$ cat config.mk
export PLATFORM = sky130hd
export DESIGN_NAME = five_bit_letter_packer
export DESIGN_NICKNAME = d
export VERILOG_FILES = /design/src/rtl/flp_pkg.sv /design/src/rtl/flp_core.sv /design/src/rtl/flp_out_fifo.sv /design/src/rtl/five_bit_letter_packer.sv
export VERILOG_INCLUDE_DIRS = /design/src /design/src/rtl
export SDC_FILE = /design/constraint.sdc
export NUM_CORES = 1
export LEC_CHECK = 0
export BUFFER_PORTS_ARGS = -buffer_cell sky130_fd_sc_hd__buf_2
export CORE_UTILIZATION = 65
export CTS_BUF_LIST = sky130_fd_sc_hd__clkbuf_4 sky130_fd_sc_hd__clkbuf_8
export CTS_CLUSTER_SIZE = 10
export DETAILED_ROUTE_END_ITERATION = 10
export PLACE_DENSITY = 0.82
export SYNTH_ARGS = -nofsm -noshare
export SYNTH_HDL_FRONTEND = slang
export SYNTH_HIERARCHICAL = 1
export SYNTH_SLANG_ARGS = --single-unit
$ cat constraint.sdc
create_clock -name clk -period 16.5 [get_ports clk]
set_clock_uncertainty 0.15 [all_clocks]
set_input_delay 3.3 -clock clk [delete_from_list [all_inputs] [get_ports clk]]
set_output_delay 3.3 -clock clk [all_outputs]
set_load 0.02 [all_outputs]
$ cat src/rtl/five_bit_letter_packer_defines.svh
// ----------------------------------------------------------------------------
// Assertion macros for the five-bit letter packer
// Shared concurrent assertion helpers; empty under synthesis.
// ----------------------------------------------------------------------------
`ifndef FIVE_BIT_LETTER_PACKER_DEFINES_SVH
`define FIVE_BIT_LETTER_PACKER_DEFINES_SVH

`ifndef SYNTHESIS

// Same-cycle implication, sampled on clk, quiet while rst_n is low
`define FLP_ASSERT_IMP(label, ante, cons) \
    label: assert property (@(posedge clk) disable iff (!rst_n) (ante) |-> (cons)) \
        else $error("flp assertion failed");

// Next-cycle implication, sampled on clk, quiet while rst_n is low
`define FLP_ASSERT_NXT(label, ante, cons) \
    label: assert property (@(posedge clk) disable iff (!rst_n) (ante) |=> (cons)) \
        else $error("flp assertion failed");

`else

`define FLP_ASSERT_IMP(label, ante, cons)
`define FLP_ASSERT_NXT(label, ante, cons)

`endif

`endif

$ cat src/rtl/flp_pkg.sv
// ----------------------------------------------------------------------------
// flp_pkg
// Types and constants shared by the five-bit letter packer modules.
// ----------------------------------------------------------------------------
package flp_pkg;

    localparam int ACC_W      = 12;
    localparam int HELD_W     = 4;
    localparam int COUNT_W    = 31;
    localparam int CFG_IDX_W  = 2;
    localparam int CFG_DATA_W = 31;

    localparam logic [7:0]        LETTER_BASE = 8'd97;
    localparam logic [HELD_W-1:0] CODE_BITS   = 4'd5;
    localparam logic [HELD_W-1:0] BYTE_BITS   = 4'd8;

    localparam logic MODE_PACK   = 1'b0;
    localparam logic MODE_UNPACK = 1'b1;

    typedef enum logic [CFG_IDX_W-1:0] {
        CFG_MODE         = 2'd0,
        CFG_LETTER_COUNT = 2'd1
    } flp_cfg_idx_t;

    typedef struct packed {
        logic [7:0] data;
        logic       last;
    } flp_result_t;

    // Up to two results produced by one item, first goes out first
    typedef struct packed {
        logic [1:0]  count;
        flp_result_t first;
        flp_result_t second;
    } flp_push_t;

endpackage

$ cat src/rtl/flp_core.sv
// ----------------------------------------------------------------------------
// flp_core
// Codec datapath: stream state, config registers, per-item result logic.
// ----------------------------------------------------------------------------
`include "five_bit_letter_packer_defines.svh"

module flp_core
(
    input  logic                           clk,
    input  logic                           rst_n,
    input  logic                           cfg_we,
    input  logic [flp_pkg::CFG_IDX_W-1:0]  cfg_index,
    input  logic [flp_pkg::CFG_DATA_W-1:0] cfg_data,
    input  logic                           fire,
    input  logic [7:0]                     item_data,
    input  logic                           item_last,
    output flp_pkg::flp_push_t             push
);
    import flp_pkg::*;

    function automatic logic [ACC_W-1:0] low_mask(input logic [HELD_W-1:0] n);
        return (ACC_W'(1) << n) - ACC_W'(1);
    endfunction

    logic                mode_reg;
    logic [COUNT_W-1:0]  count_reg;
    logic [ACC_W-1:0]    acc_reg,     acc_next;
    logic [HELD_W-1:0]   held_reg,    held_next;
    logic [COUNT_W-1:0]  emitted_reg, emitted_next;

    // pack path
    logic [4:0]          pk_code;
    logic [ACC_W-1:0]    pk_acc, pk_rem_acc;
    logic [HELD_W-1:0]   pk_held, pk_sh, pk_rem_h;
    logic                pk_full;
    logic [7:0]          pk_byte, pk_pad;

    // unpack path
    logic                up_active, up_more, up_last0, up_last1, up_reached;
    logic [ACC_W-1:0]    up_acc, up_acc1, up_acc2;
    logic [HELD_W-1:0]   up_held, up_sh0, up_sh1;
    logic [4:0]          up_code0, up_code1;
    logic [COUNT_W-1:0]  up_e1, up_e2;

    flp_push_t           res;

    always_comb
    begin
        pk_code    = 5'(item_data - LETTER_BASE);
        pk_acc     = {acc_reg[ACC_W-6:0], pk_code};
        pk_held    = held_reg + CODE_BITS;
        pk_full    = (pk_held >= BYTE_BITS);
        pk_sh      = pk_held - BYTE_BITS;
        pk_byte    = 8'(pk_acc >> pk_sh);
        pk_rem_h   = pk_full ? pk_sh : pk_held;
        pk_rem_acc = pk_full ? (pk_acc & low_mask(pk_sh)) : pk_acc;
        pk_pad     = 8'(pk_rem_acc << (BYTE_BITS - pk_rem_h));

        up_active  = (emitted_reg < count_reg);
        up_acc     = {acc_reg[ACC_W-9:0], item_data};
        up_held    = held_reg + BYTE_BITS;
        up_sh0     = up_held - CODE_BITS;
        up_code0   = 5'(up_acc >> up_sh0);
        up_e1      = emitted_reg + COUNT_W'(1);
        up_last0   = (up_e1 == count_reg);
        up_acc1    = up_acc & low_mask(up_sh0);
        up_more    = (up_sh0 >= CODE_BITS) && !up_last0;
        up_sh1     = up_sh0 - CODE_BITS;
        up_code1   = 5'(up_acc1 >> up_sh1);
        up_e2      = up_e1 + COUNT_W'(1);
        up_last1   = (up_e2 == count_reg);
        up_acc2    = up_acc1 & low_mask(up_sh1);
        up_reached = up_more ? up_last1 : up_last0;

        res          = '0;
        acc_next     = acc_reg;
        held_next    = held_reg;
        emitted_next = emitted_reg;

        if (mode_reg == MODE_PACK)
        begin
            if (pk_full)
            begin
                res.count  = (item_last && pk_rem_h != '0) ? 2'd2 : 2'd1;
                res.first  = '{data: pk_byte, last: item_last && pk_rem_h == '0};
                res.second = '{data: pk_pad, last: 1'b1};
            end
            else
            begin
                res.count  = item_last ? 2'd1 : 2'd0;
                res.first  = '{data: pk_pad, last: 1'b1};
            end
            acc_next  = pk_rem_acc;
            held_next = pk_rem_h;
        end
        else if (up_active)
        begin
            res.count  = up_more ? 2'd2 : 2'd1;
            res.first  = '{data: LETTER_BASE + {3'b000, up_code0}, last: up_last0};
            res.second = '{data: LETTER_BASE + {3'b000, up_code1}, last: up_last1};
            emitted_next = up_more ? up_e2 : up_e1;
            if (up_reached)
            begin
                acc_next  = '0;
                held_next = '0;
            end
            else
            begin
                acc_next  = up_more ? up_acc2 : up_acc1;
                held_next = up_more ? (up_sh1) : up_sh0;
            end
        end

        // end of stream: start clean
        if (item_last)
        begin
            acc_next     = '0;
            held_next    = '0;
            emitted_next = '0;
        end

        push       = res;
        push.count = fire ? res.count : 2'd0;
    end

    always_ff @(posedge clk or negedge rst_n)
    begin
        if (!rst_n)
        begin
            mode_reg    <= MODE_PACK;
            count_reg   <= '0;
            acc_reg     <= '0;
            held_reg    <= '0;
            emitted_reg <= '0;
        end
        else
        begin
            if (cfg_we)
            begin
                unique case (cfg_index)
                    CFG_MODE:
                    begin
                        mode_reg    <= cfg_data[0];
                        acc_reg     <= '0;
                        held_reg    <= '0;
                        emitted_reg <= '0;
                    end
                    CFG_LETTER_COUNT:
                    begin
                        count_reg <= cfg_data;
                    end
                    default:
                    begin
                        count_reg <= count_reg;
                    end
                endcase
            end
            else if (fire)
            begin
                acc_reg     <= acc_next;
                held_reg    <= held_next;
                emitted_reg <= emitted_next;
            end
        end
    end

    `FLP_ASSERT_IMP(a_pack_held_lt_byte, mode_reg == MODE_PACK, held_reg < BYTE_BITS)
    `FLP_ASSERT_IMP(a_unpack_held_lt_code, mode_reg == MODE_UNPACK, held_reg < CODE_BITS)
    `FLP_ASSERT_IMP(a_pack_last_flushes, fire && item_last && mode_reg == MODE_PACK, push.count != 2'd0)

endmodule

$ cat src/rtl/flp_out_fifo.sv
// ----------------------------------------------------------------------------
// flp_out_fifo
// Result queue: takes up to two results a cycle, delivers one a cycle while out_stall is low.
// ----------------------------------------------------------------------------
`include "five_bit_letter_packer_defines.svh"

module flp_out_fifo
#(
    parameter int DEPTH = 4
)
(
    input  logic               clk,
    input  logic               rst_n,
    input  flp_pkg::flp_push_t push,
    output logic               room,
    output logic               out_valid,
    input  logic               out_stall,
    output logic [7:0]         data_out,
    output logic               last_out
);
    import flp_pkg::*;

    localparam int PTR_W = (DEPTH > 1) ? $clog2(DEPTH) : 1;
    localparam int CNT_W = $clog2(DEPTH + 1);

    function automatic logic [PTR_W-1:0] ptr_inc(input logic [PTR_W-1:0] p);
        return (p == PTR_W'(DEPTH - 1)) ? '0 : p + PTR_W'(1);
    endfunction

    flp_result_t        mem [DEPTH];
    logic [PTR_W-1:0]   wr_ptr_reg, wr_ptr_next, wr_ptr_second;
    logic [PTR_W-1:0]   rd_ptr_reg;
    logic [CNT_W-1:0]   count_reg, count_next;
    logic               pop;

    assign out_valid     = (count_reg != '0);
    assign pop           = out_valid && !out_stall;
    assign room          = (count_reg <= CNT_W'(DEPTH - 2));
    assign data_out      = mem[rd_ptr_reg].data;
    assign last_out      = mem[rd_ptr_reg].last;
    assign wr_ptr_second = ptr_inc(wr_ptr_reg);

    always_comb
    begin
        unique case (push.count)
            2'd1:    wr_ptr_next = wr_ptr_second;
            2'd2:    wr_ptr_next = ptr_inc(wr_ptr_second);
            default: wr_ptr_next = wr_ptr_reg;
        endcase
        count_next = count_reg + CNT_W'(push.count) - CNT_W'(pop);
    end

    always_ff @(posedge clk)
    begin
        if (push.count != 2'd0)
        begin
            mem[wr_ptr_reg] <= push.first;
        end
        if (push.count == 2'd2)
        begin
            mem[wr_ptr_second] <= push.second;
        end
    end

    always_ff @(posedge clk or negedge rst_n)
    begin
        if (!rst_n)
        begin
            wr_ptr_reg <= '0;
            rd_ptr_reg <= '0;
            count_reg  <= '0;
        end
        else
        begin
            wr_ptr_reg <= wr_ptr_next;
            count_reg  <= count_next;
            if (pop)
            begin
                rd_ptr_reg <= ptr_inc(rd_ptr_reg);
            end
        end
    end

    `FLP_ASSERT_IMP(a_count_bound, 1'b1, count_reg <= CNT_W'(DEPTH))
    `FLP_ASSERT_IMP(a_no_overflow, push.count != 2'd0, (32'(count_reg) + 32'(push.count)) <= DEPTH)
    `FLP_ASSERT_NXT(a_pop_drains, pop && push.count == 2'd0, count_reg == CNT_W'($past(count_reg) - 1'b1))

endmodule

$ cat src/rtl/five_bit_letter_packer.sv
// ----------------------------------------------------------------------------
// five_bit_letter_packer
// Lowercase text codec at five bits per letter, pack and unpack modes.
// ----------------------------------------------------------------------------
//
//   channel   | handshake              | payload
//   ----------+------------------------+---------------------
//   input     | in_valid / in_stall    | data_in, last_in
//   output    | out_valid / out_stall  | data_out, last_out
//   config    | cfg_we (no wait)       | cfg_index, cfg_data
//
// One input transfer per cycle enters the input register while in_stall is low;
// the codec step runs combinationally from that register into the result queue,
// so a result passes the input register and then the queue before it leaves.
// An item that makes two results pushes both at once; the queue drains one per
// cycle while out_stall is low, so a run of such items stalls the input while it drains.
// Input stalls only while the result queue lacks room for two results.
// Reset clears the stream state, both config registers and the queue.
// Writing the mode register clears the stream state; write config only idle.
//
module five_bit_letter_packer
#(
    parameter int OUT_DEPTH = 4
)
(
    input  logic                           clk,
    input  logic                           rst_n,
    input  logic                           cfg_we,
    input  logic [flp_pkg::CFG_IDX_W-1:0]  cfg_index,
    input  logic [flp_pkg::CFG_DATA_W-1:0] cfg_data,
    input  logic                           in_valid,
    output logic                           in_stall,
    input  logic [7:0]                     data_in,
    input  logic                           last_in,
    output logic                           out_valid,
    input  logic                           out_stall,
    output logic [7:0]                     data_out,
    output logic                           last_out
);
    import flp_pkg::*;

    // Input register: holds one accepted item until the codec step runs
    logic       s1_valid_reg;
    logic [7:0] s1_data_reg;
    logic       s1_last_reg;
    logic       s1_fire;
    logic       in_take;
    logic       room;
    flp_push_t  push;

    // Advance the held item once the queue can take its results
    assign s1_fire  = s1_valid_reg && room;
    // Hold off new transfers only while a held item cannot advance
    assign in_stall = s1_valid_reg && !room;
    assign in_take  = in_valid && !in_stall;

    always_ff @(posedge clk or negedge rst_n)
    begin
        if (!rst_n)
        begin
            s1_valid_reg <= 1'b0;
        end
        else if (in_take)
        begin
            s1_valid_reg <= 1'b1;
        end
        else if (s1_fire)
        begin
            s1_valid_reg <= 1'b0;
        end
    end

    // Payload needs no reset: only looked at while s1_valid_reg is set
    always_ff @(posedge clk)
    begin
        if (in_take)
        begin
            s1_data_reg <= data_in;
            s1_last_reg <= last_in;
        end
    end

    // Codec step: stream state, config, and up to two results per item
    flp_core u_core
    (
        .clk       (clk),
        .rst_n     (rst_n),
        .cfg_we    (cfg_we),
        .cfg_index (cfg_index),
        .cfg_data  (cfg_data),
        .fire      (s1_fire),
        .item_data (s1_data_reg),
        .item_last (s1_last_reg),
        .push      (push)
    );

    // Result queue: the registered output side
    flp_out_fifo #(.DEPTH(OUT_DEPTH)) u_out_fifo
    (
        .clk       (clk),
        .rst_n     (rst_n),
        .push      (push),
        .room      (room),
        .out_valid (out_valid),
        .out_stall (out_stall),
        .data_out  (data_out),
        .last_out  (last_out)
    );

endmodule
==> run summary <==
The flow ran to the end, and the final reports show no timing, DRC or antenna violations. TritonCTS built the clock tree. Share of post-route cells with drive strength above 1: 0.1649. In this run the clock root is driven by a sky130_fd_sc_hd__clkbuf_8. The core region is 0.01889 mm^2.

The proportion of register bits with asynchronous set or reset after synthesis came out at 0.6457. In the layout the commonest cells are 107 x sky130_fd_sc_hd__nand2_1, 91 x sky130_fd_sc_hd__a21oi_1, 90 x sky130_fd_sc_hd__nor2_1. In the synthesized netlist the dominant register cell turns out to be sky130_fd_sc_hd__dfrtp_1. The worst hold path belongs to the class reg -> reg.

Cell count of the worst reg-to-reg path: 15. For the critical path arrival, the log shows 6.59 ns. The via count of the first global-routing pass is 11220, and the area share of the largest cell type after synthesis is 0.1618. The clock reaches the later pin of the worst-skew pair after 0.47 ns. The total negative slack was 0 ns. Setup repair after global routing left no endpoint under its margin. The tools report the count of vias placed by the detailed router as 12095.

During I/O placement, the number of pins put on the boundary was 58. The number of antenna diodes in the final layout is 0. In this run the vertical extent of the chip is 141.7 um. The startpoint identified for the worst hold timing path is u_out_fifo/count_reg[2].

Setup violations remaining at the end of the flow were counted as 0. The number of nets in the synthesized netlist was 1571. From synthesis to final layout, the design area changed by 5.809%. The first global-routing pass estimated 61720 um of wire.

The synthesized design spends more area on one cell type than any other, namely sky130_fd_sc_hd__dfrtp_1. Post-layout utilization of the core: 0.7105. Walking the worst path, the cells encountered are ha_1, and2_1, nand4_1, nor4_1, a31o_2, nor3b_1, nand4_1, nor4_2, buf_4, nand2b_1, o21ai_0, and2_1, ha_1, nand2_1, o21ai_0. Routability-driven placement finished with a final weighted congestion of 1.041. The average detailed-routed wire length per instance was 22.48 um; the total DRC errors in the routed layout was 0.

The count of buffers added on input and output ports is 57. Once detail routing completed, the nets flagged for antenna violations numbered 0. The leakage power was 5.252 nW; the die area was 0.02008 mm^2.

The final wirelength was 38840 um. The width of the die was 141.7 um; the register bit total from synthesis was 127. The worst path needs 6.692 ns of the cycle, external delays included.

After clock tree synthesis, the repair step resized 0 gates. Static timing analysis puts the maximum clock frequency at 149.4 MHz. The slowest stage cell on the critical path is sky130_fd_sc_hd__nor4_1. By area the synthesized netlist is led by sky130_fd_sc_hd__dfrtp_1 16%, sky130_fd_sc_hd__edfxtp_1 11%, sky130_fd_sc_hd__mux2_2 6.4%, sky130_fd_sc_hd__ha_1 6.2%, sky130_fd_sc_hd__xnor2_1 5.0%. For the global router's overall resource usage, the log shows 0.3977. For the number of max-slew violations in the final report, the log shows 0.

The tightest slew margin relative to the limit was 0.08774. The run gives 2 as the maximum count of clock buffers along a single path. The run gives 10.05 ns as the pre-CTS setup slack. The worst register-to-register path begins at u_core/emitted_reg[0]. Clock-pin slew was measured on the worst setup and hold paths at 0.10 ns. The post-CTS repair timing setup buffer count came out at 0.

The largest single stage delay on the critical path is 0.83 ns. For the number of instances in the synthesized netlist, the log shows 1460. Buffers inserted during clock tree synthesis total 17. Of all nets on the critical path, the largest fanout is 18.

The total standard cell area after synthesis was 0.01269 mm^2. The H-tree was split into 4 levels. For the sequential share of the synthesized area, the log shows 0.2683.

After detailed routing, the number of vias per cell comes to 6.999. At the pin with the least slew margin, the transition time is 1.354 ns. The final worst-path cycle share was 0.4056; the number of antenna violations at the first check in global routing was 1. The power density over the cells is 167.9 mW/mm^2, and the flip-flop count of the largest register, all copies and words added is 36. The average instance area after synthesis was 8.689 um^2; the first-pass iteration count of the detailed router was 7. Across the run, the number of max-cap violations was 0. VDD sags by at most 238.6 uV. Sink of the worst hold path: u_out_fifo/count_reg[2].

Setup slack on the critical path of the routed design comes to 9.808 ns. The number of nets in the layout was 1566; the filler cell count was 1537. Grouping stages by cell kind, the critical path spends the most delay in simple AND/OR/NAND/NOR gates. The row count is 50, and the quantity of hold-fixing buffers added after cts is 0. Buffer and inverter count on the worst path: 1. The worst setup path is captured at a flip-flop. In this run, the number of DRC markers left after iteration 0 of detailed routing was 1580. For the initial standard-cell utilization of the core, the log shows 0.6715. Kind of start point of the critical path: a flip-flop. The cell count of the worst hold path came out at 1. Reg-to-reg critical path endpoint: u_out_fifo/mem[0][1]. Leaving out fill and tap cells, the most frequent cell in the layout is sky130_fd_sc_hd__nand2_1. The Yosys step of the flow raised 6 warnings. Detailed placement ended at an HPWL of 28970 um. The pin count of the biggest net entering global routing was 60. The worst setup path is of the reg -> reg kind. Across all register-to-register paths, the minimum setup slack is 9.81 ns. STA puts the critical path data required time at 16.39 ns. Global routing finished with a remaining overflow of 0. The run gives 96 as the number of unique standard cell types used by synthesis.

The number of clock sinks seen by CTS is 127. Number of flops mapped to enable cells by yosys: 45. The final hold violation count came out at 0.
[kinds of logic after synthesis]
kind of cell | after synthesis | share of synthesized area
adders and majority gates | 64 | 0.06371
buffers and inverters | 177 | 0.05503
muxes | 109 | 0.1126
AOI/OAI and AO/OA | 384 | 0.2054
DFF | 127 | 0.2683
xor gates and xnor gates | 113 | 0.08886
and+or+nand+nor | 486 | 0.2060
[area by class of cell]
type,instances,area (um^2),area share
multi-input cells,1156,8584,0.6395
flip-flops and latches,127,3405,0.2536
repair buffers,74,415.4,0.03095
well taps,260,325.3,0.02424
inverters,79,296.5,0.02209
clock buffers,17,234.0,0.01743
clock inverters,15,162.7,0.01212
[layer usage]
metal,GRT usage,vias up,wire (um)
li1,-,5459,-
met1,0.5694,5684,16320
met2,0.5875,824,16780
met3,0.08336,126,4336
met4,0.1517,2,1390
met5,0,-,17
[per-stage QoR]
step	area [um^2]	std cells	power [mW]	hold WS, ns
after floorplan	12690	1460	1.556	0.3185
after global placement	13030	1696	1.885	0.3372
after detailed placement	13030	1696	1.924	0.3484
after CTS	13420	1728	2.208	0.3622
after global routing	13420	1728	2.386	0.3851
final	13420	1728	2.254	0.3614
[power breakdown]
part / switching [mW] / internal, mW / leakage (nW) / total, mW
clock network: 0.165 / 0.114 / 0.198 / 0.280
logic: 0.874 / 0.556 / 3.59 / 1.43
registers: 0.109 / 0.435 / 1.46 / 0.544
total: 1.15 / 1.11 / 5.25 / 2.25
[cells in the mapped netlist (all sizes together), types with 45 or more instances]
cell type / count
a21oi: 93
clkbuf: 65
dfrtp: 82
edfxtp: 45
ha: 63
inv: 79
mux2: 74
nand2: 109
nand3: 51
nor2: 90
o21ai: 78
xnor2: 72
[worst reg2reg max path, stage by stage, from the launching register on]
cell                       delay, ns
sky130_fd_sc_hd__dfrtp_1        0.58
sky130_fd_sc_hd__ha_1           0.51
sky130_fd_sc_hd__and2_1         0.24
sky130_fd_sc_hd__nand4_1        0.47
sky130_fd_sc_hd__nor4_1         0.84
sky130_fd_sc_hd__a31o_2         0.34
sky130_fd_sc_hd__nor3b_1        0.21
sky130_fd_sc_hd__nand4_1        0.13
sky130_fd_sc_hd__nor4_2         0.16
sky130_fd_sc_hd__buf_4          0.23
sky130_fd_sc_hd__nand2b_1       0.79
sky130_fd_sc_hd__o21ai_0        0.19
sky130_fd_sc_hd__and2_1         0.22
sky130_fd_sc_hd__ha_1           0.25
sky130_fd_sc_hd__nand2_1        0.37
sky130_fd_sc_hd__o21ai_0        0.59
[worst max path at each step]
stage | cells past startpoint | from | endpoint
after global routing | 15 | u_core/emitted_reg[0] | u_out_fifo/mem[0][6]
after global placement | 15 | u_core/emitted_reg[0] | u_out_fifo/mem[0][4]
after CTS | 15 | u_core/emitted_reg[0] | u_out_fifo/mem[0][8]
final | 15 | u_core/emitted_reg[0] | u_out_fifo/mem[0][1]
after floorplan | 21 | u_core/held_reg[0] | u_out_fifo/mem[0][5]
after detailed placement | 15 | u_core/emitted_reg[0] | u_out_fifo/mem[0][3]
Power figures use the tool's default switching activity.
